<file path="src/design/cra_pkg.sv">
package cra_pkg;

  // field widths fixed by the stream format
  localparam int CMD_W    = 2;
  localparam int ID_W     = 4;
  localparam int UNIT_W   = 4;
  localparam int WAIT_W   = 5;
  localparam int STAT_W   = 2;
  localparam int MASK_W   = 16;
  localparam int COUNTS_W = 64;
  localparam int CFG_IDX_W = 1;
  localparam int IN_TDATA_W  = 16;
  localparam int OUT_TDATA_W = 16;

  // default sizes
  localparam int NUM_RESOURCES_DEF = 16;
  localparam int NUM_PROCESSES_DEF = 16;

  // reset values of the configuration registers
  localparam logic [MASK_W-1:0]   SHAREABLE_RST = '0;
  localparam logic [COUNTS_W-1:0] COUNTS_RST    = 64'h5555_5555_5555_5555;

  // register indexes
  localparam logic [CFG_IDX_W-1:0] CFG_SHAREABLE_MASK  = 1'b0;
  localparam logic [CFG_IDX_W-1:0] CFG_INSTANCE_COUNTS = 1'b1;

  // wait mark meaning the process waits on nothing
  localparam logic [WAIT_W-1:0] NOT_WAITING = 5'd31;

  typedef enum logic [CMD_W-1:0] {
    CMD_REQUEST     = 2'd0,
    CMD_RELEASE     = 2'd1,
    CMD_RELEASE_ALL = 2'd2,
    CMD_RELIEVE     = 2'd3
  } cmd_t;

  typedef enum logic [STAT_W-1:0] {
    STAT_OK        = 2'd0,
    STAT_WAITING   = 2'd1,
    STAT_REFUSED   = 2'd2,
    STAT_NO_WAITER = 2'd3
  } status_t;

  typedef enum logic [2:0] {
    S_CLEAR,
    S_IDLE,
    S_EXEC,
    S_WALK,
    S_SCAN,
    S_WAKE_RD,
    S_WAKE_WR,
    S_RESULT
  } state_t;

  typedef struct packed {
    cmd_t            cmd;
    logic [ID_W-1:0] process;
    logic [ID_W-1:0] resource;
  } req_t;

  typedef struct packed {
    status_t           status;
    logic [ID_W-1:0]   woken_process;
    logic [WAIT_W-1:0] waiters_on_resource;
  } res_t;

endpackage

</file>
<file path="src/design/cra_engine.sv">
module cra_engine #(
  parameter int NUM_RESOURCES = cra_pkg::NUM_RESOURCES_DEF,
  parameter int NUM_PROCESSES = cra_pkg::NUM_PROCESSES_DEF
) (
  input  logic                          clk,
  input  logic                          rst_n,
  input  logic [cra_pkg::MASK_W-1:0]    shareable_mask,
  input  logic [cra_pkg::COUNTS_W-1:0]  instance_counts,
  input  logic                          req_valid,
  output logic                          req_ready,
  input  cra_pkg::req_t                 req,
  output logic                          res_valid,
  input  logic                          res_ready,
  output cra_pkg::res_t                 res
);

  localparam int RW      = $clog2(NUM_RESOURCES);
  localparam int PW      = $clog2(NUM_PROCESSES);
  localparam int HA_W    = PW + RW;
  localparam int H_DEPTH = 1 << HA_W;
  localparam int CNT_MAX = (NUM_RESOURCES > NUM_PROCESSES) ? NUM_RESOURCES : NUM_PROCESSES;
  localparam int CNT_W   = $clog2(CNT_MAX + 1);

  localparam int UW = cra_pkg::UNIT_W;
  localparam int WW = cra_pkg::WAIT_W;
  localparam int IW = cra_pkg::ID_W;

  // holdings per process and resource, one entry per {process, resource}
  logic [UW-1:0] hold_mem [H_DEPTH];
  logic [UW-1:0] rdata_r;
  logic [HA_W-1:0] mem_raddr, mem_waddr;
  logic [UW-1:0] mem_wdata;
  logic mem_we;

  // small per-resource and per-process tables
  logic [UW-1:0] units_r [NUM_RESOURCES];
  logic [WW-1:0] wc_r    [NUM_RESOURCES];
  logic [WW-1:0] won_r   [NUM_PROCESSES];

  cra_pkg::state_t state_r, state_nxt;
  cra_pkg::cmd_t   cmd_r;
  logic [IW-1:0]   proc_r, res_r;
  logic [CNT_W-1:0] cnt_r, cnt_nxt;
  logic [HA_W-1:0] clr_r, clr_nxt;
  cra_pkg::status_t status_r, status_nxt;
  logic [IW-1:0]   woken_r, woken_nxt;

  // table update strobes
  logic          units_we;
  logic [RW-1:0] units_widx;
  logic [UW-1:0] units_wval;
  logic          wc_dec_en, wc_inc_en;
  logic [RW-1:0] wc_dec_idx;
  logic          won_we;
  logic [PW-1:0] won_widx;
  logic [WW-1:0] won_wval;

  // decode of the held item
  logic          p_ok, r_ok, share, has_free;
  logic [PW-1:0] pi;
  logic [RW-1:0] ri;
  logic [UW-1:0] total, units_cur;
  logic [WW-1:0] w_cur;
  logic [RW-1:0] prev_idx;
  logic [PW-1:0] scan_idx;
  logic          scan_hit;

  assign p_ok      = {1'b0, proc_r} < (IW+1)'(NUM_PROCESSES);
  assign r_ok      = {1'b0, res_r} < (IW+1)'(NUM_RESOURCES);
  assign pi        = proc_r[PW-1:0];
  assign ri        = res_r[RW-1:0];
  assign share     = shareable_mask[res_r];
  assign total     = instance_counts[res_r * UW +: UW];
  assign units_cur = units_r[ri];
  assign has_free  = total > units_cur;
  assign w_cur     = won_r[pi];
  assign prev_idx  = RW'(cnt_r - CNT_W'(1));
  assign scan_idx  = cnt_r[PW-1:0];
  assign scan_hit  = (won_r[scan_idx] == {1'b0, res_r})
                   && ((WW)'(cnt_r) != {1'b0, proc_r});

  // sequencer: next state, memory port and table updates
  always_comb begin
    state_nxt  = state_r;
    cnt_nxt    = cnt_r;
    clr_nxt    = clr_r;
    status_nxt = status_r;
    woken_nxt  = woken_r;
    mem_raddr  = {pi, ri};
    mem_we     = 1'b0;
    mem_waddr  = {pi, ri};
    mem_wdata  = rdata_r;
    units_we   = 1'b0;
    units_widx = ri;
    units_wval = units_cur;
    wc_dec_en  = 1'b0;
    wc_dec_idx = ri;
    wc_inc_en  = 1'b0;
    won_we     = 1'b0;
    won_widx   = pi;
    won_wval   = cra_pkg::NOT_WAITING;
    req_ready  = 1'b0;
    res_valid  = 1'b0;
    case (state_r)
      cra_pkg::S_CLEAR: begin
        mem_we    = 1'b0 | 1'b1;
        mem_waddr = clr_r;
        mem_wdata = '0;
        clr_nxt   = clr_r + HA_W'(1);
        if (clr_r == {HA_W{1'b1}}) state_nxt = cra_pkg::S_IDLE;
      end
      cra_pkg::S_IDLE: begin
        req_ready = 1'b1;
        mem_raddr = {req.process[PW-1:0], req.resource[RW-1:0]};
        if (req_valid) begin
          state_nxt  = cra_pkg::S_EXEC;
          cnt_nxt    = '0;
          woken_nxt  = '0;
          status_nxt = cra_pkg::STAT_REFUSED;
        end
      end
      cra_pkg::S_EXEC: begin
        state_nxt = cra_pkg::S_RESULT;
        case (cmd_r)
          cra_pkg::CMD_REQUEST: begin
            if (p_ok && r_ok) begin
              if (share) begin
                status_nxt = cra_pkg::STAT_OK;
              end else if (has_free) begin
                units_we   = 1'b1;
                units_wval = units_cur + UW'(1);
                mem_we     = 1'b1;
                mem_wdata  = rdata_r + UW'(1);
                status_nxt = cra_pkg::STAT_OK;
              end else begin
                status_nxt = cra_pkg::STAT_WAITING;
                if (w_cur != {1'b0, res_r}) begin
                  // move the wait mark to this resource
                  if (!w_cur[WW-1] && wc_r[w_cur[RW-1:0]] != '0) begin
                    wc_dec_en  = 1'b1;
                    wc_dec_idx = w_cur[RW-1:0];
                  end
                  won_we    = 1'b1;
                  won_wval  = {1'b0, res_r};
                  wc_inc_en = 1'b1;
                end
              end
            end
          end
          cra_pkg::CMD_RELEASE: begin
            if (p_ok && r_ok && !share && rdata_r != '0) begin
              mem_we    = 1'b1;
              mem_wdata = rdata_r - UW'(1);
              if (units_cur != '0) begin
                units_we   = 1'b1;
                units_wval = units_cur - UW'(1);
              end
              status_nxt = cra_pkg::STAT_OK;
            end
          end
          cra_pkg::CMD_RELEASE_ALL: begin
            if (p_ok) state_nxt = cra_pkg::S_WALK;
          end
          cra_pkg::CMD_RELIEVE: begin
            if (r_ok) begin
              status_nxt = cra_pkg::STAT_NO_WAITER;
              if (share || has_free) state_nxt = cra_pkg::S_SCAN;
            end
          end
          default: state_nxt = cra_pkg::S_RESULT;
        endcase
      end
      cra_pkg::S_WALK: begin
        // write back the entry read last cycle, read the next one
        if (cnt_r != '0) begin
          units_we   = 1'b1;
          units_widx = prev_idx;
          units_wval = (units_r[prev_idx] > rdata_r) ? units_r[prev_idx] - rdata_r : '0;
          mem_we     = 1'b1;
          mem_waddr  = {pi, prev_idx};
          mem_wdata  = '0;
        end
        if (cnt_r < CNT_W'(NUM_RESOURCES)) begin
          mem_raddr = {pi, cnt_r[RW-1:0]};
          cnt_nxt   = cnt_r + CNT_W'(1);
        end else begin
          if (!w_cur[WW-1] && wc_r[w_cur[RW-1:0]] != '0) begin
            wc_dec_en  = 1'b1;
            wc_dec_idx = w_cur[RW-1:0];
          end
          won_we     = 1'b1;
          status_nxt = cra_pkg::STAT_OK;
          state_nxt  = cra_pkg::S_RESULT;
        end
      end
      cra_pkg::S_SCAN: begin
        // one process per cycle, lowest number first
        if (cnt_r == CNT_W'(NUM_PROCESSES)) begin
          state_nxt = cra_pkg::S_RESULT;
        end else if (scan_hit) begin
          if (wc_r[ri] != '0) wc_dec_en = 1'b1;
          won_we     = 1'b1;
          won_widx   = scan_idx;
          status_nxt = cra_pkg::STAT_OK;
          woken_nxt  = IW'(cnt_r);
          state_nxt  = share ? cra_pkg::S_RESULT : cra_pkg::S_WAKE_RD;
        end else begin
          cnt_nxt = cnt_r + CNT_W'(1);
        end
      end
      cra_pkg::S_WAKE_RD: begin
        mem_raddr = {woken_r[PW-1:0], ri};
        state_nxt = cra_pkg::S_WAKE_WR;
      end
      cra_pkg::S_WAKE_WR: begin
        mem_we     = 1'b1;
        mem_waddr  = {woken_r[PW-1:0], ri};
        mem_wdata  = rdata_r + UW'(1);
        units_we   = 1'b1;
        units_wval = units_cur + UW'(1);
        state_nxt  = cra_pkg::S_RESULT;
      end
      cra_pkg::S_RESULT: begin
        res_valid = 1'b1;
        if (res_ready) state_nxt = cra_pkg::S_IDLE;
      end
      default: state_nxt = cra_pkg::S_IDLE;
    endcase
  end

  // result fields
  assign res.status              = status_r;
  assign res.woken_process       = woken_r;
  assign res.waiters_on_resource = r_ok ? wc_r[ri] : '0;

  // holdings memory
  always_ff @(posedge clk) begin
    if (mem_we) hold_mem[mem_waddr] <= mem_wdata;
    rdata_r <= hold_mem[mem_raddr];
  end

  // control registers
  always_ff @(posedge clk) begin
    if (!rst_n) begin
      state_r <= cra_pkg::S_CLEAR;
      clr_r   <= '0;
      cnt_r   <= '0;
    end else begin
      state_r <= state_nxt;
      clr_r   <= clr_nxt;
      cnt_r   <= cnt_nxt;
    end
  end

  // held item and result payload
  always_ff @(posedge clk) begin
    if (state_r == cra_pkg::S_IDLE && req_valid) begin
      cmd_r  <= req.cmd;
      proc_r <= req.process;
      res_r  <= req.resource;
    end
    status_r <= status_nxt;
    woken_r  <= woken_nxt;
  end

  // per-resource and per-process tables
  always_ff @(posedge clk) begin
    if (!rst_n) begin
      for (int i = 0; i < NUM_RESOURCES; i++) begin
        units_r[i] <= '0;
        wc_r[i]    <= '0;
      end
      for (int i = 0; i < NUM_PROCESSES; i++) won_r[i] <= cra_pkg::NOT_WAITING;
    end else begin
      if (units_we) units_r[units_widx] <= units_wval;
      if (wc_dec_en) wc_r[wc_dec_idx] <= wc_r[wc_dec_idx] - WW'(1);
      if (wc_inc_en) wc_r[ri] <= wc_r[ri] + WW'(1);
      if (won_we) won_r[won_widx] <= won_wval;
    end
  end

endmodule

</file>
<file path="src/design/counted_resource_allocator_top.sv">
// Counted resource allocator: a counting-semaphore manager for up to
// NUM_PROCESSES processes and NUM_RESOURCES resources.
// Input stream in_*: one command per transfer (request, release one,
// release all, relieve a waiter) naming a process and a resource.
// Output stream out_*: exactly one result per command, in order: status,
// woken process and the waiter count of the addressed resource.
// cfg_*: write-only registers, index 0 shareable mask, index 1 packed unit
// totals; write them only while no command is in flight.
// Items are handled one at a time. Release all walks the holdings one entry
// per cycle, reading the next entry while writing back the previous one.
// Relieve with no free unit on a non-shareable resource answers without a
// scan; else the wait marks are scanned one process per cycle, then, for a
// non-shareable resource, the woken process's holding is read and written.
// in_tready returns in the same cycle that the result appears in the output
// register.
// Reset: synchronous, active low. The holdings memory is then cleared one
// entry per cycle, all 2^(clog2(NUM_PROCESSES) + clog2(NUM_RESOURCES)) entries
// (256 at the defaults), with in_tready low; cfg writes are taken throughout.
// Output stall: the result sits in the output register; the next command is
// still accepted and processed, and its result waits until the register frees.
module counted_resource_allocator_top #(
  parameter int NUM_RESOURCES = cra_pkg::NUM_RESOURCES_DEF,
  parameter int NUM_PROCESSES = cra_pkg::NUM_PROCESSES_DEF
) (
  input  logic                              clk,
  input  logic                              rst_n,
  // command stream
  input  logic                              in_tvalid,
  output logic                              in_tready,
  input  logic [cra_pkg::IN_TDATA_W-1:0]    in_tdata,   // command[1:0], process[5:2], resource[9:6]
  // result stream
  output logic                              out_tvalid,
  input  logic                              out_tready,
  output logic [cra_pkg::OUT_TDATA_W-1:0]   out_tdata,  // status[1:0], woken_process[5:2],
                                                        // waiters_on_resource[10:6]
  // configuration writes
  input  logic                              cfg_wr_en,
  input  logic [cra_pkg::CFG_IDX_W-1:0]     cfg_index,
  input  logic [cra_pkg::COUNTS_W-1:0]      cfg_wdata
);

  logic [cra_pkg::MASK_W-1:0]   shareable_r;
  logic [cra_pkg::COUNTS_W-1:0] counts_r;
  cra_pkg::req_t req;
  cra_pkg::res_t res;
  logic res_valid, res_ready;
  logic out_valid_r;
  cra_pkg::res_t out_res_r;

  // configuration registers
  always_ff @(posedge clk) begin
    if (!rst_n) begin
      shareable_r <= cra_pkg::SHAREABLE_RST;
      counts_r    <= cra_pkg::COUNTS_RST;
    end else if (cfg_wr_en) begin
      case (cfg_index)
        cra_pkg::CFG_SHAREABLE_MASK:  shareable_r <= cfg_wdata[cra_pkg::MASK_W-1:0];
        cra_pkg::CFG_INSTANCE_COUNTS: counts_r    <= cfg_wdata;
        default: ;
      endcase
    end
  end

  // unpack the command
  assign req.cmd      = cra_pkg::cmd_t'(in_tdata[1:0]);
  assign req.process  = in_tdata[5:2];
  assign req.resource = in_tdata[9:6];

  cra_engine #(
    .NUM_RESOURCES (NUM_RESOURCES),
    .NUM_PROCESSES (NUM_PROCESSES)
  ) u_engine (
    .clk             (clk),
    .rst_n           (rst_n),
    .shareable_mask  (shareable_r),
    .instance_counts (counts_r),
    .req_valid       (in_tvalid),
    .req_ready       (in_tready),
    .req             (req),
    .res_valid       (res_valid),
    .res_ready       (res_ready),
    .res             (res)
  );

  // output register
  assign res_ready = !out_valid_r || out_tready;

  always_ff @(posedge clk) begin
    if (!rst_n) begin
      out_valid_r <= 1'b0;
    end else if (res_valid && res_ready) begin
      out_valid_r <= 1'b1;
    end else if (out_tready) begin
      out_valid_r <= 1'b0;
    end
  end

  always_ff @(posedge clk) begin
    if (res_valid && res_ready) out_res_r <= res;
  end

  assign out_tvalid = out_valid_r;
  assign out_tdata  = {5'd0, out_res_r.waiters_on_resource, out_res_r.woken_process,
                       out_res_r.status};

  // one command at a time: the engine leaves idle after a transfer
  a_one_at_a_time: assert property (@(posedge clk) disable iff (!rst_n)
    (in_tvalid && in_tready) |=> !in_tready)
    else $error("command accepted while another is in flight");

  // a woken process is reported only with a grant
  a_woken_granted: assert property (@(posedge clk) disable iff (!rst_n)
    (out_valid_r && out_res_r.woken_process != '0) |-> (out_res_r.status == cra_pkg::STAT_OK))
    else $error("woken process reported without a grant");

  // each process waits on at most one resource
  a_waiters_bound: assert property (@(posedge clk) disable iff (!rst_n)
    out_valid_r |-> ({1'b0, out_res_r.waiters_on_resource} <= 6'(NUM_PROCESSES)))
    else $error("waiter count exceeds number of processes");

endmodule

</file>
<file path="config.mk">
export PLATFORM = sky130hd
export DESIGN_NAME = counted_resource_allocator_top
export DESIGN_NICKNAME = d
export VERILOG_FILES = /design/src/design/cra_pkg.sv /design/src/design/cra_engine.sv /design/src/design/counted_resource_allocator_top.sv
export SDC_FILE = /design/constraint.sdc
export NUM_CORES = 2
export LEC_CHECK = 0
export BUFFER_PORTS_ARGS = -buffer_cell sky130_fd_sc_hd__buf_2
export CORE_ASPECT_RATIO = 0.6
export CORE_MARGIN = 2
export CORE_UTILIZATION = 43
export CTS_BUF_LIST = sky130_fd_sc_hd__clkbuf_8
export CTS_CLUSTER_SIZE = 25
export DETAILED_ROUTE_END_ITERATION = 8
export SYNTH_ARGS = -nofsm -noshare
export SYNTH_HDL_FRONTEND = slang
export SYNTH_SLANG_ARGS = --single-unit
</file>
<file path="constraint.sdc">
create_clock -name clk -period 14.3 [get_ports clk]
set_input_delay 3.575 -clock clk [delete_from_list [all_inputs] [get_ports clk]]
set_output_delay 3.575 -clock clk [all_outputs]
set_load 0.005 [all_outputs]
</file>
# After elaboration in Yosys (flattened, before gate mapping)
# Memory sizes are Yosys's and may differ from the RTL's. A register that Yosys moved wholly into a read port is not among the register bits.
# Index checks and enable logic that the tools add are counted.
[word_totals]
ramBits = 1248
reg_bits = 124
input_bits = 86
out_inout_bits = 18
memories = 4
word_cells = 222
[classes]
reduce_logical = 32
shifts = 1
eq_ne = 26
n_bitwise = 1
n_lt_le_gt_ge = 4
add_sub_neg = 10
n_mux = 130
[memory_table]
columns = ["memory", "words", "width", "rd", "rd_clocked_by_memory_dff", "write_ports", "line", "text"]
rows = [
  ["u_engine.hold_mem", 256, 4, 1, 1, 1, "cra_engine.sv:29", "logic [UW-1:0] hold_mem [H_DEPTH];"],
  ["u_engine.wc_r", 16, 5, 3, 1, 16, "cra_engine.sv:37", "logic [WW-1:0] wc_r [NUM_RESOURCES];"],
  ["u_engine.won_r", 16, 5, 2, 2, 16, "cra_engine.sv:38", "logic [WW-1:0] won_r [NUM_PROCESSES];"],
  ["u_engine.units_r", 16, 4, 2, 1, 16, "cra_engine.sv:36", "logic [UW-1:0] units_r [NUM_RESOURCES];"],
]
[op_table]
columns = ["operator", "count"]
rows = [
  ["4-bit 2-to-1 mux", 36],
  ["64-bit by 7-bit variable part select with 4-bit output", 1],
  ["5-bit 2-to-1 mux", 12],
  ["1-bit 2-to-1 mux", 48],
  ["8-bit one-hot mux with 3 select lines", 2],
  ["4-bit one-hot mux with 2 select lines", 4],
  ["3-bit one-hot mux with 8 select lines", 1],
  ["3-bit 2-to-1 mux", 6],
  ["2-bit 2-to-1 mux", 8],
  ["4-bit one-hot mux with 4 select lines", 1],
  ["5-bit one-hot mux with 3 select lines", 1],
  ["5-bit nonzero test", 3],
  ["5-bit OR reduction", 3],
  ["3-bit == test (second input constant)", 4],
  ["1-bit one-hot mux with 3 select lines", 4],
  ["4-bit one-hot mux with 3 select lines", 1],
  ["4-bit nonzero test", 3],
  ["4-bit by 1-bit subtractor with 4-bit output (second input constant)", 3],
  ["5-bit by 1-bit adder with 5-bit output (second input constant)", 2],
  ["2-bit != test (second input constant)", 5],
  ["5-bit by 4-bit != test with 1-bit output", 2],
  ["5-bit AND reduction", 2],
  ["4-bit by 1-bit adder with 4-bit output (second input constant)", 2],
  ["8-bit by 1-bit adder with 8-bit output (second input constant)", 1],
  ["34 further kinds", 49],
]

# Longest topological paths before layout
# An unclocked memory read counts as a cell.
[logic_depth]
word_depth = 14
mapped_depth = 30
mapped_depth_nobuf = 22

# By module
# A second synthesis with hierarchy kept.
[unflattened]
hier_cells = 5300
hier_area_um2 = 62717.7
[by_module_without_submodules]
columns = ["mod", "area_per_inst_um2", "instances", "cells_per_inst", "seq_area_each_um2"]
rows = [
  ["cra_engine", 59219.3, 1, 4930, 38597.0],
  ["counted_resource_allocator_top", 3498.4, 1, 370, 1951.9],
]

# Least setup slack after synthesis
# Ideal clock, no wire load.
[synth_path]
path_kind = "register -> register"
startpoint = "reg u_engine.cnt_r[0]"
endpoint = "mem u_engine.hold_mem[0][3] (netlist name) (data pin)"
required_ps = 12065
stages_incl_launch_ff = 9
synth_period_minus_slack_ps = 14910
arrival_time_ps = 12675
slack_ps = -610
path_cell_list = "dfxtp_1 > clkbuf_1 > buf_1 > clkinv_1 > ha_1 > nor4b_1 > nor2_1 > and2_1 > o31ai_1"
[synth_between]
elab_chain_len = 3
[synth_lines]
columns = ["item", "line", "text"]
rows = [
  ["start, declared", "cra_engine.sv:43", "logic [CNT_W-1:0] cnt_r, cnt_nxt;"],
  ["start signal, assigned", "cra_engine.sv:251", "cnt_r <= cnt_nxt;"],
  ["5-bit nonzero test", "cra_engine.sv:175", "if (cnt_r != '0) begin"],
  ["4-bit 2-to-1 mux", "cra_engine.sv:175", ""],
  ["4-bit one-hot mux with 4 select lines", "cra_engine.sv:104", "case (state_r)"],
  ["named net u_engine.mem_wdata[3]", "cra_engine.sv:32", "logic [UW-1:0] mem_wdata;"],
  ["end, declared", "cra_engine.sv:29", ""],
]
# The timed path passes the listed nets, and every way through them passes these cells.

==> flow_summary_export.csv <==
group,metric,value,unit
power,irDropWorstVdd,0.0000755,V
final_layout,fin_util,47.3,%
logic_synthesis,synth_ff_type,"edfxtp_1",
sta,slew_headroom,7.00,%
global_route,first_global_vias,40300,
routing,drc,0,
logic_synthesis,ys_seq_area_share,65.0,%
cts,cts_sinks,1388,
floorplanning,die_w,496,um
floorplanning,die_h,299,um
hold_path,hold_depth,0,
sta,period_minus_slack,8.95,ns
power,p_leak,21.8,nW
placed_design,io_buffer_count,92,
logic_synthesis,synth_warnings,0,
cts,cts_setup_buffers,0,
routing,vias,42500,
setup_path,worstSetupPathType,"reg2reg",
setup_path,cp.depth,25,
routing,drtPass1Iterations,6,
setup_path,cp_slowest_cell,"nor2_2",
cts,clockRootBuffer,"clkbuf_8",
routing,dr.first_iter.drc_count,5266,
floorplanning,pin_count,104,
logic_synthesis,synth-xor-area-share,0.447,%
setup_path,critPathTopFamily,"simple AND/OR/NAND/NOR gates",
global_route,overflow,0,
logic_synthesis,synthTopCellsByArea,"edfxtp_1 61%, nand2_1 5.1%, a211oi_1 4.7%, mux4_2 4.5%, dfxtp_1 3.6%",
cts,htreeDepth,4,
global_route,track_usage,23.3,%
final_layout,nFillCells,13000,
final_layout,ff_latch_area,0.0406,mm^2
logic_synthesis,synthAdderAreaFrac,0.413,%
sta,finalCritPeriodShare,62.6,%
sta,hold_ws,0.458,ns
floorplanning,start_util,43.2,%
logic_synthesis,synth_top_family_by_area,"simple AND/OR/NAND/NOR gates",
flow_run,max_cap_violations,0,
sta,finalSetupTns,0,ns
logic_synthesis,synth_area,0.0624,mm^2
placed_design,globalplace.congestion,0.974,
logic_synthesis,netlist_instances,5009,
logic_synthesis,synth_largest_area_cell,"edfxtp_1",
cts,clockBufferDepth,3,
routing,wl,176000,um
setup_path,path_max_fanout,25,
cts,numCtsBuffers,200,
cts,cts_tree,"done",
setup_path,rr_worst_depth,25,
setup_path,startpoint_type,"flop",
hold_path,min-delay-start,"u_engine.status_r[0]",
final_layout,finalInstanceArea,0.0683,mm^2
final_layout,final_nets,5103,
global_route,antenna_found_initial,6,
setup_path,path_buf_inv,4,
logic_synthesis,ys_ff_latch,1388,
setup_path,worstPathRequired,14.92,ns
status,status,"finished clean",
floorplanning,core_area,0.144,mm^2
sta,clock_skew,0.0707,ns
final_layout,drive_gt1_share,12.0,%
routing,detail-route-antenna-nets,0,
placed_design,place_area,0.0646,mm^2
cts,clk_pin_slew_worst_paths,0.07,ns
logic_synthesis,synth_mux_area_share,5.70,%
sta,maxSlewViolCount,0,
logic_synthesis,synth_top_area_share,61.4,%
setup_path,cp.arrival,9.57,ns
logic_synthesis,ys_types,91,
sta,timing.fmax,112,MHz
logic_synthesis,synth_compound_area_share,12.6,%
sta,rsz0062_at_grt,"false",
cts,cts_resized,0,
floorplanning,rows,108,
routing,viasPerCell,6.00,
global_route,grt_pass1_wl,260000,um
logic_synthesis,synth-edff-count,1275,
logic_synthesis,synthArstFlopShare,0,%
floorplanning,die_area,0.148,mm^2
logic_synthesis,yosys.area_share.simple,13.0,%
setup_path,cp-end-kind,"flop",
cts,cts_hold_buf,0,
sta,setup_viol,0,
sta,worst_pin_slew,1.39,ns
cts,insertion_delay,0.96,ns
power,power.density,112,mW/mm^2
sta,final-hold-violation-count,0,
logic_synthesis,synth_area_per_cell,12.5,um^2
hold_path,hp-class,"reg2reg",
global_route,grt_max_degree,217,
final_layout,multi_input_area,0.0202,mm^2
setup_path,slowest_delay,0.69,ns
routing,wire_per_inst,24.8,um
final_layout,syn_to_final_growth,9.43,%
placed_design,dp_hpwl,107000,um
[cell usage in the layout (no fill, tap or decap), drive strengths merged, types with 135 or more instances in the layout]
cell / n
clkbuf: 204
a311oi: 135
a31oi: 146
nor2: 398
buf: 181
and2: 273
edfxtp: 1275
a211oi: 389
a21oi: 180
nand2: 850
[worst register-to-register path, stage by stage, from the launching register on]
cell and delay (ns):
dfxtp_2 0.61, buf_4 0.55, mux4_2 0.69, mux4_2 0.63, inv_1 0.18, ha_1 0.26, nor2b_1 0.13, o21a_1 0.16
o21a_1 0.16, o21ai_0 0.22, nor2b_1 0.31, a31oi_2 0.27, nor3_2 0.59, a21oi_1 0.39, nor2_2 0.69, buf_4 0.36
mux2_2 0.36, o21ai_0 0.25, o21ai_0 0.23, nor2_1 0.14, ha_1 0.23, nand4bb_1 0.11, nor3_1 0.34, xnor2_2 0.28
buf_4 0.33, o22ai_1 0.13
[area by class of cell]
cell class                      instances  share of cell area (%)
Multi-Input combinational cell       3178                    29.6
Clock inverter                        157                    1.26
Clock buffer                          204                    4.11
Tap cell                             1925                    3.53
Inverter                               48                   0.264
Antenna cell                            5                  0.0183
Sequential cell                      1388                    59.4
Timing Repair Buffer                  181                    1.84
[Yosys cell counts, types with 20 or more instances]
library cell,instances
o22ai_1,89
nand2_1,850
a21boi_0,53
edfxtp_1,1275
buf_1,23
and2_1,273
a211oi_1,389
inv_1,45
nor2_1,397
nor3_1,31
mux2i_1,52
a31oi_1,145
dfxtp_1,113
a21oi_1,180
or3_1,20
o21ai_0,43
nand2b_1,26
xnor2_1,22
mux4_2,126
clkbuf_1,347
nor2b_1,24
nand3_1,101
a311oi_1,135
[cell families (layout without fill, tap and decap cells)]
| kind of cell | after synthesis | after routing |
|---|---|---|
| buffers and inverters | 447 | 590 |
| multiplexers | 195 | 195 |
| flip-flops | 1388 | 1388 |
| AND/OR/NAND/NOR | 1806 | 1806 |
| AO/OA/AOI/OAI | 1121 | 1121 |
| XOR/XNOR | 31 | 31 |
| adder cells (fa/ha/maj) | 20 | 20 |
| other | 1 | 10 |
[routing by layer]
layer | GRT usage [%] | share of wire, % | vias up
met5 | 0 | 0 | -
met2 | 30.2 | 39 | 2106
met1 | 37.6 | 47 | 21100
met3 | 6.44 | 12 | 268
li1 | - | - | 19000
met4 | 6.53 | 2.0 | 0
[final timing paths]
kind                                             to  slack (ns)
worst max-delay path            u_engine.wc_r[9][4]        5.35
worst min-delay path                   out_tdata[0]        0.46
worst max register to register  u_engine.wc_r[9][4]        5.35
worst min register to register         out_tdata[0]        0.46
[report_power, final]
part	internal [mW]	switching [mW]
Combinational	0.0700	0.128
Clock	1.42	1.58
Sequential	4.42	0.0388
Total	5.92	1.75
[registers in the layout, summed over array words and instances, names as in the netlist, named ones only]
signal and flops:
u_engine.cmd_r 2, u_engine.res_r 4, u_engine.cnt_r 5, counts_r 64
u_engine.clr_r 8, u_engine.pi 4, u_engine.status_r 2, u_engine.hold_mem 1024
out_tdata 11, u_engine.units_r 64, out_tvalid 1, shareable_r 16
u_engine.won_r 80, u_engine.wc_r 80, u_engine.state_r 3, u_engine.rdata_r 4
u_engine.woken_r 4
[metrics by stage]
| step | power, mW | std cells | setup slack [ns] |
|---|---|---|---|
| detailed placement | 4.74 | 6720 | 5.61 |
| CTS | 7.71 | 7081 | 5.56 |
| finish | 7.67 | 7086 | 5.35 |
| floorplan | 4.64 | 5013 | 2.13 |
| global placement | 4.73 | 6720 | 5.70 |
| global route | 7.90 | 7083 | 5.00 |
(Power assumes the default switching activity.)
